File: config.mk
export PLATFORM = sky130hd
export DESIGN_NAME = topic_wildcard_matcher
export DESIGN_NICKNAME = d
export VERILOG_FILES = /design/src/design/twm_pkg.sv /design/src/design/twm_ram.sv /design/src/design/twm_ctrl.sv /design/src/design/twm_datapath.sv /design/src/design/topic_wildcard_matcher.sv
export VERILOG_INCLUDE_DIRS = /design/src /design/src/design
export SDC_FILE = /design/constraint.sdc
export NUM_CORES = 2
export LEC_CHECK = 0
export ABC_CLOCK_PERIOD_IN_PS = 5550
export BUFFER_PORTS_ARGS = -buffer_cell sky130_fd_sc_hd__buf_4
export CAP_MARGIN = 25
export CORE_ASPECT_RATIO = 1.5
export CORE_MARGIN = 2
export CORE_UTILIZATION = 50
export DETAILED_ROUTE_END_ITERATION = 8
export GPL_ROUTABILITY_DRIVEN = 0
export PLACE_DENSITY = 0.68
export SKIP_CTS_REPAIR_TIMING = 1
export SLEW_MARGIN = 15
export SYNTH_ARGS = -nofsm -noshare
export SYNTH_HDL_FRONTEND = slang
export SYNTH_SLANG_ARGS = --single-unit
File: constraint.sdc
create_clock -name aclk -period 5.55 [get_ports aclk]
set_input_delay 0.2775 -clock aclk [delete_from_list [all_inputs] [get_ports aclk]]
set_output_delay 0.2775 -clock aclk [all_outputs]
set_load 0.02 [all_outputs]
File: src/design/topic_wildcard_matcher_macros.svh
// Assertion macros shared by the topic wildcard matcher design files.
`ifndef TOPIC_WILDCARD_MATCHER_MACROS_SVH
`define TOPIC_WILDCARD_MATCHER_MACROS_SVH

// Consequent checked in the same cycle as the antecedent.
`define TWM_ASSERT_SAME(lbl, ante, cons, msg) \
    lbl: assert property (@(posedge aclk) disable iff (!aresetn) (ante) |-> (cons)) \
        else $error(msg);

// Consequent checked in the cycle after the antecedent.
`define TWM_ASSERT_NEXT(lbl, ante, cons, msg) \
    lbl: assert property (@(posedge aclk) disable iff (!aresetn) (ante) |=> (cons)) \
        else $error(msg);

`endif

File: src/design/twm_pkg.sv
// Package with types and constants for the topic wildcard matcher.
package twm_pkg;

    // Default maximum string length in bytes.
    localparam int MAX_LEN_DEF = 256;

    // Characters with a special meaning in patterns and topics.
    localparam logic [7:0] CHAR_STAR = 8'h2A;
    localparam logic [7:0] CHAR_GT   = 8'h3E;
    localparam logic [7:0] CHAR_DOT  = 8'h2E;
    localparam logic [7:0] PRINT_LO  = 8'h21;
    localparam logic [7:0] PRINT_HI  = 8'h7E;

    // Kind of an input word.
    typedef enum logic {
        REQ_PATTERN = 1'b0,
        REQ_TOPIC   = 1'b1
    } req_t;

    // Controller states.
    typedef enum logic {
        S_IDLE = 1'b0,
        S_EXEC = 1'b1
    } state_t;

    // Commands from the controller to the datapath.
    typedef struct packed {
        logic capture;
        logic exec;
        logic load_out;
    } cmd_t;

    // Status from the datapath to the controller.
    typedef struct packed {
        logic needs_result;
    } status_t;

endpackage

File: src/design/twm_ram.sv
// Generic single-port-write, single-port-read RAM with registered read data.
module twm_ram #(
    parameter int WIDTH = 8,
    parameter int DEPTH = 256
) (
    input  logic                                      aclk,
    input  logic                                      we,
    input  logic [$clog2(DEPTH > 1 ? DEPTH : 2)-1:0]  waddr,
    input  logic [WIDTH-1:0]                          wdata,
    input  logic [$clog2(DEPTH > 1 ? DEPTH : 2)-1:0]  raddr,
    output logic [WIDTH-1:0]                          rdata
);

    logic [WIDTH-1:0] mem [DEPTH];
    logic [WIDTH-1:0] rdata_reg;

    // Write port and registered read port.
    always_ff @(posedge aclk) begin
        if (we) begin
            mem[waddr] <= wdata;
        end
        rdata_reg <= mem[raddr];
    end

    assign rdata = rdata_reg;

endmodule

File: src/design/twm_ctrl.sv
// Controller state machine for the topic wildcard matcher.
module twm_ctrl
    import twm_pkg::*;
(
    input  logic    aclk,
    input  logic    aresetn,
    input  logic    s_tvalid,
    output logic    s_tready,
    output logic    m_tvalid,
    input  logic    m_tready,
    input  status_t st,
    output cmd_t    cmd
);

    state_t state_reg, state_next;
    logic   m_valid_reg, m_valid_next;
    logic   slot_free;

    // The output register may be reloaded when empty or being emptied now.
    assign slot_free = !m_valid_reg || m_tready;

    // Next state.
    always_comb begin
        state_next = state_reg;
        case (state_reg)
            S_IDLE: begin
                if (s_tvalid) begin
                    state_next = S_EXEC;
                end
            end
            S_EXEC: begin
                if (!st.needs_result || slot_free) begin
                    state_next = S_IDLE;
                end
            end
            default: state_next = S_IDLE;
        endcase
    end

    // Outputs and commands.
    always_comb begin
        s_tready     = 1'b0;
        cmd          = '0;
        case (state_reg)
            S_IDLE: begin
                s_tready    = 1'b1;
                cmd.capture = s_tvalid;
            end
            S_EXEC: begin
                if (!st.needs_result) begin
                    cmd.exec = 1'b1;
                end else if (slot_free) begin
                    cmd.exec     = 1'b1;
                    cmd.load_out = 1'b1;
                end
            end
            default: begin
                s_tready = 1'b0;
            end
        endcase
    end

    // Output word valid flag.
    always_comb begin
        if (cmd.load_out) begin
            m_valid_next = 1'b1;
        end else if (m_tready) begin
            m_valid_next = 1'b0;
        end else begin
            m_valid_next = m_valid_reg;
        end
    end

    always_ff @(posedge aclk) begin
        if (!aresetn) begin
            state_reg   <= S_IDLE;
            m_valid_reg <= 1'b0;
        end else begin
            state_reg   <= state_next;
            m_valid_reg <= m_valid_next;
        end
    end

    assign m_tvalid = m_valid_reg;

endmodule

File: src/design/twm_datapath.sv
// Datapath of the topic wildcard matcher: pattern store, checkers and matcher.
module twm_datapath
    import twm_pkg::*;
#(
    parameter int MAX_LEN = MAX_LEN_DEF
) (
    input  logic       aclk,
    input  logic       aresetn,
    input  cmd_t       cmd,
    output status_t    st,
    input  logic       in_req,
    input  logic [7:0] in_byte,
    input  logic       in_has,
    input  logic       in_last,
    output logic       out_match,
    output logic       out_pok,
    output logic       out_tok
);

    localparam int AW = $clog2(MAX_LEN > 1 ? MAX_LEN : 2);
    localparam int LW = $clog2(MAX_LEN + 2);
    localparam logic [LW-1:0] LEN_MAX  = LW'(MAX_LEN);
    localparam logic [LW-1:0] LEN_OVER = LW'(MAX_LEN + 1);
    localparam logic [LW-1:0] LEN_ONE  = LW'(1);

    // Captured input word.
    logic       req_reg;
    logic [7:0] byte_reg;
    logic       has_reg;
    logic       last_reg;

    // Pattern state.
    logic [LW-1:0] plen_reg, plen_next;
    logic          pval_reg, pval_next;
    logic [1:0]    pcnt_reg, pcnt_next;
    logic          pstar_reg, pstar_next;
    logic          pgt_reg, pgt_next;
    logic          pload_reg, pload_next;

    // Topic and match state.
    logic [LW-1:0] ptr_reg, ptr_next;
    logic [LW-1:0] tlen_reg, tlen_next;
    logic          tne_reg, tne_next;
    logic          tval_reg, tval_next;
    logic          mis_reg, mis_next;
    logic          tail_reg, tail_next;
    logic          wild_reg, wild_next;

    // Result word.
    logic out_match_reg, out_pok_reg, out_tok_reg;
    logic res_match, res_pok, res_tok;

    // Pattern store ports.
    logic          ram_we;
    logic [AW-1:0] ram_waddr;
    logic [7:0]    ram_rdata;

    twm_ram #(
        .WIDTH (8),
        .DEPTH (MAX_LEN)
    ) u_store (
        .aclk  (aclk),
        .we    (ram_we),
        .waddr (ram_waddr),
        .wdata (byte_reg),
        .raddr (ptr_reg[AW-1:0]),
        .rdata (ram_rdata)
    );

    // Capture the accepted word.
    always_ff @(posedge aclk) begin
        if (cmd.capture) begin
            req_reg  <= in_req;
            byte_reg <= in_byte;
            has_reg  <= in_has;
            last_reg <= in_last;
        end
    end

    assign st.needs_result = (req_reg == REQ_TOPIC) && last_reg;

    // Processing of one word: validation, pattern load and segment matching.
    always_comb begin
        logic printable;
        logic is_dot;
        logic is_wild;
        logic ptr_ok;

        plen_next  = plen_reg;
        pval_next  = pval_reg;
        pcnt_next  = pcnt_reg;
        pstar_next = pstar_reg;
        pgt_next   = pgt_reg;
        pload_next = pload_reg;
        ptr_next   = ptr_reg;
        tlen_next  = tlen_reg;
        tne_next   = tne_reg;
        tval_next  = tval_reg;
        mis_next   = mis_reg;
        tail_next  = tail_reg;
        wild_next  = wild_reg;
        ram_we     = 1'b0;
        ram_waddr  = plen_reg[AW-1:0];
        res_match  = 1'b0;
        res_pok    = 1'b0;
        res_tok    = 1'b0;

        printable = (byte_reg >= PRINT_LO) && (byte_reg <= PRINT_HI);
        is_dot    = (byte_reg == CHAR_DOT);
        is_wild   = (byte_reg == CHAR_STAR) || (byte_reg == CHAR_GT);
        ptr_ok    = (ptr_reg < plen_reg) && (ptr_reg < LEN_MAX);

        if (cmd.exec && (has_reg || last_reg)) begin
            if (req_reg == REQ_PATTERN) begin
                // A pattern word discards any partial topic.
                ptr_next  = '0;
                tlen_next = '0;
                tne_next  = 1'b0;
                tval_next = 1'b1;
                mis_next  = 1'b0;
                tail_next = 1'b0;
                wild_next = 1'b0;
                if (!pload_reg) begin
                    plen_next  = '0;
                    pval_next  = 1'b1;
                    pcnt_next  = 2'd0;
                    pstar_next = 1'b0;
                    pgt_next   = 1'b0;
                    pload_next = 1'b1;
                end
                if (has_reg) begin
                    ram_waddr = plen_next[AW-1:0];
                    if (plen_next < LEN_MAX) begin
                        ram_we    = 1'b1;
                        plen_next = plen_next + LEN_ONE;
                    end else begin
                        plen_next = LEN_OVER;
                        pval_next = 1'b0;
                    end
                    if (!printable) begin
                        pval_next = 1'b0;
                    end
                    if (is_dot) begin
                        if (pcnt_next == 2'd0 || (pcnt_next == 2'd1 && pgt_next)) begin
                            pval_next = 1'b0;
                        end
                        pcnt_next  = 2'd0;
                        pstar_next = 1'b0;
                        pgt_next   = 1'b0;
                    end else begin
                        if (pcnt_next != 2'd0 && is_wild) begin
                            pval_next = 1'b0;
                        end
                        if (pcnt_next == 2'd1 && (pstar_next || pgt_next)) begin
                            pval_next = 1'b0;
                        end
                        if (pcnt_next == 2'd0) begin
                            if (byte_reg == CHAR_STAR) begin
                                pstar_next = 1'b1;
                            end
                            if (byte_reg == CHAR_GT) begin
                                pgt_next = 1'b1;
                            end
                        end
                        if (pcnt_next != 2'd2) begin
                            pcnt_next = pcnt_next + 2'd1;
                        end
                    end
                end
                if (last_reg) begin
                    if (pcnt_next == 2'd0) begin
                        pval_next = 1'b0;
                    end
                    pload_next = 1'b0;
                end
            end else begin
                // A topic word cuts short an unfinished pattern load.
                if (pload_reg) begin
                    pval_next  = 1'b0;
                    pload_next = 1'b0;
                end
                if (has_reg) begin
                    if (tlen_reg < LEN_MAX) begin
                        tlen_next = tlen_reg + LEN_ONE;
                    end else begin
                        tlen_next = LEN_OVER;
                        tval_next = 1'b0;
                    end
                    if (!printable || is_wild) begin
                        tval_next = 1'b0;
                    end
                    if (is_dot) begin
                        if (!tne_reg) begin
                            tval_next = 1'b0;
                        end
                        tne_next = 1'b0;
                    end else begin
                        tne_next = 1'b1;
                    end
                    // Segment matching against the stored pattern byte.
                    if (!mis_reg && !tail_reg) begin
                        if (wild_reg) begin
                            if (is_dot) begin
                                wild_next = 1'b0;
                                if (ptr_ok && ram_rdata == CHAR_DOT) begin
                                    ptr_next = ptr_reg + LEN_ONE;
                                end else begin
                                    mis_next = 1'b1;
                                end
                            end
                        end else if (!ptr_ok) begin
                            mis_next = 1'b1;
                        end else if (ram_rdata == CHAR_GT) begin
                            tail_next = 1'b1;
                        end else if (ram_rdata == CHAR_STAR) begin
                            wild_next = 1'b1;
                            ptr_next  = ptr_reg + LEN_ONE;
                        end else if (ram_rdata == byte_reg) begin
                            ptr_next = ptr_reg + LEN_ONE;
                        end else begin
                            mis_next = 1'b1;
                        end
                    end
                end
                if (last_reg) begin
                    if (!tne_next) begin
                        tval_next = 1'b0;
                    end
                    res_pok   = pval_next;
                    res_tok   = tval_next;
                    res_match = pval_next && tval_next && !mis_next &&
                                (tail_next || ptr_next == plen_next);
                    ptr_next  = '0;
                    tlen_next = '0;
                    tne_next  = 1'b0;
                    tval_next = 1'b1;
                    mis_next  = 1'b0;
                    tail_next = 1'b0;
                    wild_next = 1'b0;
                end
            end
        end
    end

    // State registers.
    always_ff @(posedge aclk) begin
        if (!aresetn) begin
            plen_reg  <= '0;
            pval_reg  <= 1'b0;
            pcnt_reg  <= 2'd0;
            pstar_reg <= 1'b0;
            pgt_reg   <= 1'b0;
            pload_reg <= 1'b0;
            ptr_reg   <= '0;
            tlen_reg  <= '0;
            tne_reg   <= 1'b0;
            tval_reg  <= 1'b1;
            mis_reg   <= 1'b0;
            tail_reg  <= 1'b0;
            wild_reg  <= 1'b0;
        end else begin
            plen_reg  <= plen_next;
            pval_reg  <= pval_next;
            pcnt_reg  <= pcnt_next;
            pstar_reg <= pstar_next;
            pgt_reg   <= pgt_next;
            pload_reg <= pload_next;
            ptr_reg   <= ptr_next;
            tlen_reg  <= tlen_next;
            tne_reg   <= tne_next;
            tval_reg  <= tval_next;
            mis_reg   <= mis_next;
            tail_reg  <= tail_next;
            wild_reg  <= wild_next;
        end
    end

    // Result register.
    always_ff @(posedge aclk) begin
        if (cmd.load_out) begin
            out_match_reg <= res_match;
            out_pok_reg   <= res_pok;
            out_tok_reg   <= res_tok;
        end
    end

    assign out_match = out_match_reg;
    assign out_pok   = out_pok_reg;
    assign out_tok   = out_tok_reg;

endmodule

File: src/design/topic_wildcard_matcher.sv
// Top level of the topic wildcard matcher: controller, datapath and checks.
//
// A pattern string is streamed in first (tuser low), one byte per word, and
// kept in an internal store; topic strings (tuser high) are then streamed in
// and matched segment by segment against it. tlast marks the final word of
// a string; a word with has_byte low and tlast high ends an empty string.
// After the last word of a topic one result word leaves on the master side
// with the match flag and the validity flags of pattern and topic. Pattern
// words produce no result. The pattern stays stored for any later topics.
// Each input word is taken in the idle state and processed in the execute
// state before the next word is accepted; while the word is taken, the
// registered read port of the pattern store fetches the pattern byte, which
// is compared in the following cycle. A topic's result is registered once
// its last word is processed. A waiting result does not stop further words;
// only the final word of a new topic waits until the output register is free.
// A stalled receiver thus holds at most one result. Reset is synchronous
// and active low; it empties the output, clears the pattern (pattern_ok
// low until one is loaded) and ends any topic in progress.
`include "topic_wildcard_matcher_macros.svh"

module topic_wildcard_matcher
    import twm_pkg::*;
#(
    parameter int MAX_LEN = MAX_LEN_DEF
) (
    input  logic        aclk,
    input  logic        aresetn,
    // s_tdata: [7:0] data_byte, [8] has_byte, [15:9] zero
    input  logic [15:0] s_tdata,
    // s_tuser: [0] req_type
    input  logic [0:0]  s_tuser,
    input  logic        s_tlast,
    input  logic        s_tvalid,
    output logic        s_tready,
    // m_tdata: [0] matches_res, [1] pattern_ok, [2] topic_ok, [7:3] zero
    output logic [7:0]  m_tdata,
    output logic        m_tvalid,
    input  logic        m_tready
);

    cmd_t    cmd;
    status_t st;
    logic    out_match, out_pok, out_tok;
    logic    topic_end_free;

    // Sequencing of words and of the output register.
    twm_ctrl u_ctrl (
        .aclk     (aclk),
        .aresetn  (aresetn),
        .s_tvalid (s_tvalid),
        .s_tready (s_tready),
        .m_tvalid (m_tvalid),
        .m_tready (m_tready),
        .st       (st),
        .cmd      (cmd)
    );

    // Store, validation and matching.
    twm_datapath #(
        .MAX_LEN (MAX_LEN)
    ) u_dp (
        .aclk      (aclk),
        .aresetn   (aresetn),
        .cmd       (cmd),
        .st        (st),
        .in_req    (s_tuser[0]),
        .in_byte   (s_tdata[7:0]),
        .in_has    (s_tdata[8]),
        .in_last   (s_tlast),
        .out_match (out_match),
        .out_pok   (out_pok),
        .out_tok   (out_tok)
    );

    assign m_tdata = {5'd0, out_tok, out_pok, out_match};

    // Final word of a topic taken while the output register is empty.
    assign topic_end_free = s_tvalid && s_tready && (s_tuser[0] == REQ_TOPIC) &&
                            s_tlast && !m_tvalid;

    // A new result never overwrites one that is still waiting.
    `TWM_ASSERT_SAME(a_no_overwrite, cmd.load_out, !m_tvalid || m_tready, "result overwritten")

    // The last word of a topic with a free output register is answered next cycle.
    `TWM_ASSERT_NEXT(a_topic_result, topic_end_free, cmd.load_out, "topic result not produced")

endmodule

* Word-level counts from Yosys, hierarchy flattened
Memories as Yosys holds them, arrays and structs flattened. A register that Yosys moved wholly into a read port is not among the register bits. Cells that the tools add are included. Widths: inputs -> output; s select.
Word-level totals: bits in registers 54, output and inout bits 10, memories 1, memory bits (writable) 2048
Operators by class: add/subtract/negate cells 4, eq/ne operators 12, mux-type cells 127, order comparisons 6, bitwise operators 2, reductions and logical operators 34
Memories:
- u_dp.u_store.mem | depth 256, bits a word 8, rd ports 1, clocked after Yosys merged registers in 1, write ports 1, RTL line twm_ram.sv:14 | logic [WIDTH-1:0] mem [DEPTH];
Operators by type and width (count):
- $mux 9 | 22
- $mux 1 | 91
- $eq 8x6->1 const B | 6
- $add 9x1->9 const B | 3
- $lt 9x9->1 const B | 3
- $mux 8 | 3
- $mux 2 | 10
- $logic_and 1x1->1 | 12
- $eq 9x9->1 | 1
- $lt 9x9->1 | 1
- $eq 8x8->1 | 1
- $ge 8x6->1 const B | 1
- $le 8x7->1 const B | 1
- $logic_or 1x1->1 | 8
- $logic_not 1->1 | 6
- $ne 3x3->1 const B | 2
- $reduce_and 3->1 | 2
- $logic_not 2->1 | 2
- $reduce_and 2->1 | 2
- $reduce_bool 2->1 | 2
- $add 2x1->2 const B | 1
- $eq 2x1->1 const B | 1
- $ne 2x2->1 const B | 1
- $not 1->1 | 2
- $pmux 1 s2 | 1

* Depth between registers and ports, before layout
depth in word-level cells 17, mapped depth 13, mapped depth without buffers 10

* By module
From an unflattened synthesis, not the netlist that was laid out.
Second synthesis, totals: cell total of the unflattened synthesis 4156, area total of the unflattened synthesis 83082.2 um^2
By module, submodules not included:
- twm_ram | sequential area each 61659.1 um^2, instances 1, area an instance 79556.3 um^2, cells an instance 3733
- twm_datapath | sequential area each 1181.1 um^2, instances 1, area an instance 3354.5 um^2, cells an instance 401
- twm_ctrl | sequential area each 40.0 um^2, instances 1, area an instance 107.6 um^2, cells an instance 13
- topic_wildcard_matcher | sequential area each 0.0 um^2, instances 1, area an instance 63.8 um^2, cells an instance 9

* Worst setup path before layout
Ideal clock, no wire load.
path type flip-flop to flip-flop, start point register u_dp.byte_reg[2], end point register u_dp.out_match_reg (netlist: u_dp.out_match) (data pin), slack -0.543 ns, arrival time 5.926 ns, path buffers 1, period minus slack after synthesis 6.093 ns, cell stages (with the launch flop) 10, data required time 5.383 ns, setup time 0.167 ns, cell sequence edfxtp_1 > clkbuf_1 > nor3_1 > nand2_1 > a21oi_1 > a311o_1 > o41a_1 > nor4b_1 > or4b_2 > a221oi_2
Between the ends: word-level cells in the longest chain between the ends 15, elaborated cells on any way between the ends 48, those cells by class order compare (2); eq/ne (5); mux (32); reduce/logical (9)
Ends and longest elaborated chain:
- start: declaration | RTL line twm_datapath.sv:28 | logic [7:0] byte_reg;
- start signal: assignment | RTL line twm_datapath.sv:74 | byte_reg <= in_byte;
- $ge 8x6->1 / $le 8x7->1 (equally long branches) | RTL line twm_datapath.sv:108 | printable = (byte_reg >= PRINT_LO) && (byte_reg <= PRINT_HI);
- $logic_and 1x1->1 | RTL line twm_datapath.sv:108
- $logic_not 1->1
- $logic_or 1x1->1 | RTL line twm_datapath.sv:189 | if (!printable || is_wild) begin
- $mux 1 | RTL line twm_datapath.sv:189
- $mux 1 | RTL line twm_datapath.sv:193 | if (!tne_reg) begin
- $mux 1 | RTL line twm_datapath.sv:192 | if (is_dot) begin
- $mux 1 | RTL line twm_datapath.sv:182 | if (has_reg) begin
- $mux 1 | RTL line twm_datapath.sv:226 | if (!tne_next) begin
- $mux 1 | RTL line twm_datapath.sv:225 | if (last_reg) begin
- $mux 1 | RTL line twm_datapath.sv:114 | if (req_reg == REQ_PATTERN) begin
- $mux 1 | RTL line twm_datapath.sv:113 | if (cmd.exec && (has_reg || last_reg)) begin
- $logic_and 1x1->1 (2 in a row) | RTL line twm_datapath.sv:231 | res_match = pval_next && tval_next && !mis_next &&
- $logic_and 1x1->1 * | RTL line twm_datapath.sv:231
- end signal: assignment | RTL line twm_datapath.sv:281 | out_match_reg <= res_match;
- end: declaration | RTL line twm_datapath.sv:50 | logic out_match_reg, out_pok_reg, out_tok_reg;
Mark *: on every way between the ends. The rest lies on a longest branch, timed or not. The select of a mux whose other input is x is not followed. A chain may end at the register's enable or synchronous reset.

* Worst setup path in the final report
start point register u_dp.req_reg, end point memory u_dp.u_store.mem[172][6] (enable)
Between the ends: word-level cells in the longest chain between the ends 7, elaborated cells on any way between the ends 10, those cells by class mux (8); reduce/logical (2)
Ends and longest elaborated chain:
- start: declaration | RTL line twm_datapath.sv:27 | logic req_reg;
- start signal: assignment | RTL line twm_datapath.sv:73 | req_reg <= in_req;
- $logic_and 1x1->1 | RTL line twm_datapath.sv:80 | assign st.needs_result = (req_reg == REQ_TOPIC) && last_reg;
- $mux 1 | RTL line twm_ctrl.sv:50 | if (!st.needs_result) begin
- $mux 2 | RTL line twm_ctrl.sv:44 | case (state_reg)
- $logic_and 1x1->1 | RTL line twm_datapath.sv:113
- $mux 1 | RTL line twm_datapath.sv:113
- $mux 1 | RTL line twm_ram.sv:19 | if (we) begin
- $mux 1 (not written as such) | RTL line twm_ram.sv:20 | mem[waddr] <= wdata;
- end: declaration | RTL line twm_ram.sv:14
Several ways; a longest one is shown, not always the timed one.

==> results.ini <==
[outcome]
status = finished, final reports clean

[yosys]
synth_edf_count = 2062
synth_area_leaders = edfxtp_1 (75%), mux4_2 (18%), nor2_1 (1.4%)
syn-mean-instance-area_um2 = 22.09
async_flop_share_pct = 0
yosysUniqueCellTypes = 73
synth_top_area_share_pct = 75.00
synth_most_common_cell = edfxtp_1
ys.flop_type = edfxtp_1
synth_common_cells = edfxtp_1 (2062), mux4_2 (657), nor2_1 (305)
synth-seq-cells = 2110
synthesis.area_um2 = 82560
yosysTopAreaCell = edfxtp_1
yosysSeqAreaShare_pct = 76.17
netlist_instances = 3738
ys_warn_count = 0

[clock_tree]
clockBufferDepth = 3
htreeDepth = 4
cts.sinks = 2110
clock_latency_ns = 0.80
tritoncts = yes
cts_buffers = 180
cts-root-buf = clkbuf_16
clkTransAtPathRegs_ns = 0.06

[global_routing]
grt_pass1_vias = 39290
grtUsageMet1_pct = 28.55
gr-total-overflow = 0
grt_max_degree = 222
use_met2_pct = 39.79
grt-busiest-layer = met2
antenna_found_initial = 3
use_met3_pct = 2.704
gr-usage-all-layers_pct = 22.68
grt_pass1_wl_um = 274400

[power]
pwr-share-seq_pct = 57.3
total_power_mw = 30.58
switching_share_pct = 19.72
p_sw_mw = 6.029
clkPwrFrac_pct = 41.4
p_leak_nw = 27.07
p_int_mw = 24.55
vdd_ir_drop_max_mv = 0.2594
combPwrFrac_pct = 1.3
powerDensity_nw_per_um2 = 333.6

[place]
dpl.hpwl_um = 113700
dpl_cell_area_um2 = 85560
port_buffers = 19
dp.cells = 5758

[worst_setup_path]
slowest_delay_ns = 0.72
r2r-end = u_dp.u_store.mem[172][6]$_DFFE_PP_
rrSetupSlack_ns = 1.34
crit_type = flip-flop to flip-flop
r2r_cells = 7
cp.required_ns = 5.95
regToRegStartpoint = u_dp.req_reg$_DFFE_PP_
arrival_ns = 4.61
endpoint_kind = flip-flop
crit_path_max_fanout = 10
cpMostUsedCell = nor2_1
worst_path_max_delay_cell = nor2_1
path_cells = or3_1 -> nor2_1 -> nand2_1 -> nor3_1 -> nand3_2 -> buf_4 -> nor2_1
cp-start-kind = flip-flop

[die]
start_util_pct = 50.35
fp.coreArea_um2 = 164000
dieArea_um2 = 168400
die_h_um = 501.7
ios = 32
rows = 182
die_w_um = 335.8

[drt]
drt_first_iter_violations = 3961
drc = 0
dr.pass1.iters = 7
ant_nets = 0
wire_per_inst_um = 30.82
routed_via_density = 6.252
drt-total-wl_um = 188400
vias = 38220

[hold_path]
hold_start = s_tdata[3]
hold_path_class = input port to flip-flop
hold_depth = 2
whs_endpoint = u_dp.byte_reg[3]$_DFFE_PP_

[timing]
hold_viol_final = 0
skew_ns = 0.02608
period_share_pct = 75.78
timing.fmax_ghz = 0.2378
slew_violations = 0
finalSetupTns_ns = 0
rsz0062_at_grt = no
setup_viol = 0
layout_min_cycle_time_ns = 4.206
worst_pin_slew_ns = 1.087
max_slew_margin_pct = 27.57

[final_layout]
syn_to_final_growth_pct = 11.03
largest_reg_flops = 2048
finalNetCount = 3877
drive_above_1_share_pct = 27.08
n_fill_cell = 11910
largest-register = u_dp.u_store.mem
multi_input_area_um2 = 18700
fin_area_um2 = 91660
regArea_um2 = 62900
fin_cells = 6113

[job]
max_cap_violations = 0

cell type report:
| type | count | share of cell area [%] |
|---|---|---|
| Timing Repair Buffer | 145 | 1.529 |
| Clock buffer | 215 | 5.161 |
| Inverter | 20 | 0.08736 |
| Antenna cell | 1 | 0.002730 |
| Clock inverter | 122 | 1.310 |
| Sequential cell | 2110 | 68.62 |
| Multi-Input combinational cell | 1384 | 20.40 |
| Tap cell | 2116 | 2.888 |
metrics by stage:
| step | setup WS, ns | utilization (%) | hold slack [ns] |
|---|---|---|---|
| floorplan | -0.4424 | - | 0.3764 |
| global placement | 1.497 | 52.17 | 0.4335 |
| detailed placement | 1.402 | 52.18 | 0.4431 |
| CTS | 1.367 | 55.80 | -0.3995 |
| global route | 1.149 | 55.90 | 0.1773 |
| finish | 1.344 | 55.90 | 0.2095 |
metal layers:
metal,vias up,share of wire [%]
met4,4,4.8
met3,360,5.5
met5,-,0.015
li1,15880,-
met1,20540,36
met2,1437,53
logic make-up after synthesis:
logic type | share of synthesized area [%]
XOR/XNOR | 0.2546
buffers and inverters | 1.275
AO/OA/AOI/OAI | 1.223
multiplexers | 18.04
flip-flops | 76.17
adder cells (fa/ha/maj) | 0.2122
other | 0.004542
AND/OR/NAND/NOR | 2.830
cells in the final DEF (no fill, tap or decap), types with 10 or more instances in the layout:
cell type      instances
edfxtp_1            2062
mux4_2               657
nor2_1               305
clkbuf_16            184
buf_4                106
nand2_1               95
clkinv_1              43
dfxtp_1               43
clkinv_2              38
clkbuf_1              30
nand3_1               26
buf_12                22
nor2b_1               21
a21oi_1               21
inv_1                 18
nor3_1                18
bufinv_16             18
nand4_1               16
o21ai_0               16
dlygate4sd3_1         16
a31oi_1               14
ha_1                  14
a22oi_1               13
xor2_1                12
xnor2_1               12
a21boi_0              10
clkinvlp_4            10
power by group through the flow:
stage / sequential [mW] / combinational (mW) / clock, mW
floorplan: 18.1 / 0.0638 / 0
global placement: 17.9 / 0.369 / 0
detailed placement: 17.9 / 0.394 / 0
CTS: 17.5 / 0.393 / 12.8
global route: 17.5 / 0.432 / 13.4
finish: 17.5 / 0.399 / 12.7
how the worst max path moves through the flow:
stage	start	end
floorplan	u_dp.byte_reg[3]$_DFFE_PP_	u_dp.out_match$_SDFFCE_PN0P_
global placement	u_dp.req_reg$_DFFE_PP_	u_dp.u_store.mem[188][0]$_DFFE_PP_
detailed placement	u_dp.last_reg$_DFFE_PP_	u_dp.u_store.mem[188][0]$_DFFE_PP_
CTS	u_dp.last_reg$_DFFE_PP_	u_dp.u_store.mem[188][6]$_DFFE_PP_
global route	u_dp.last_reg$_DFFE_PP_	u_dp.u_store.mem[172][6]$_DFFE_PP_
finish	u_dp.req_reg$_DFFE_PP_	u_dp.u_store.mem[172][6]$_DFFE_PP_
critical path, delay by kind of cell, from the launching register on:
family	cells	cell delay [ns]
buf+inv	1	0.48
flops	1	0.51
simple gates	6	2.80
(Power assumes the default switching activity.)
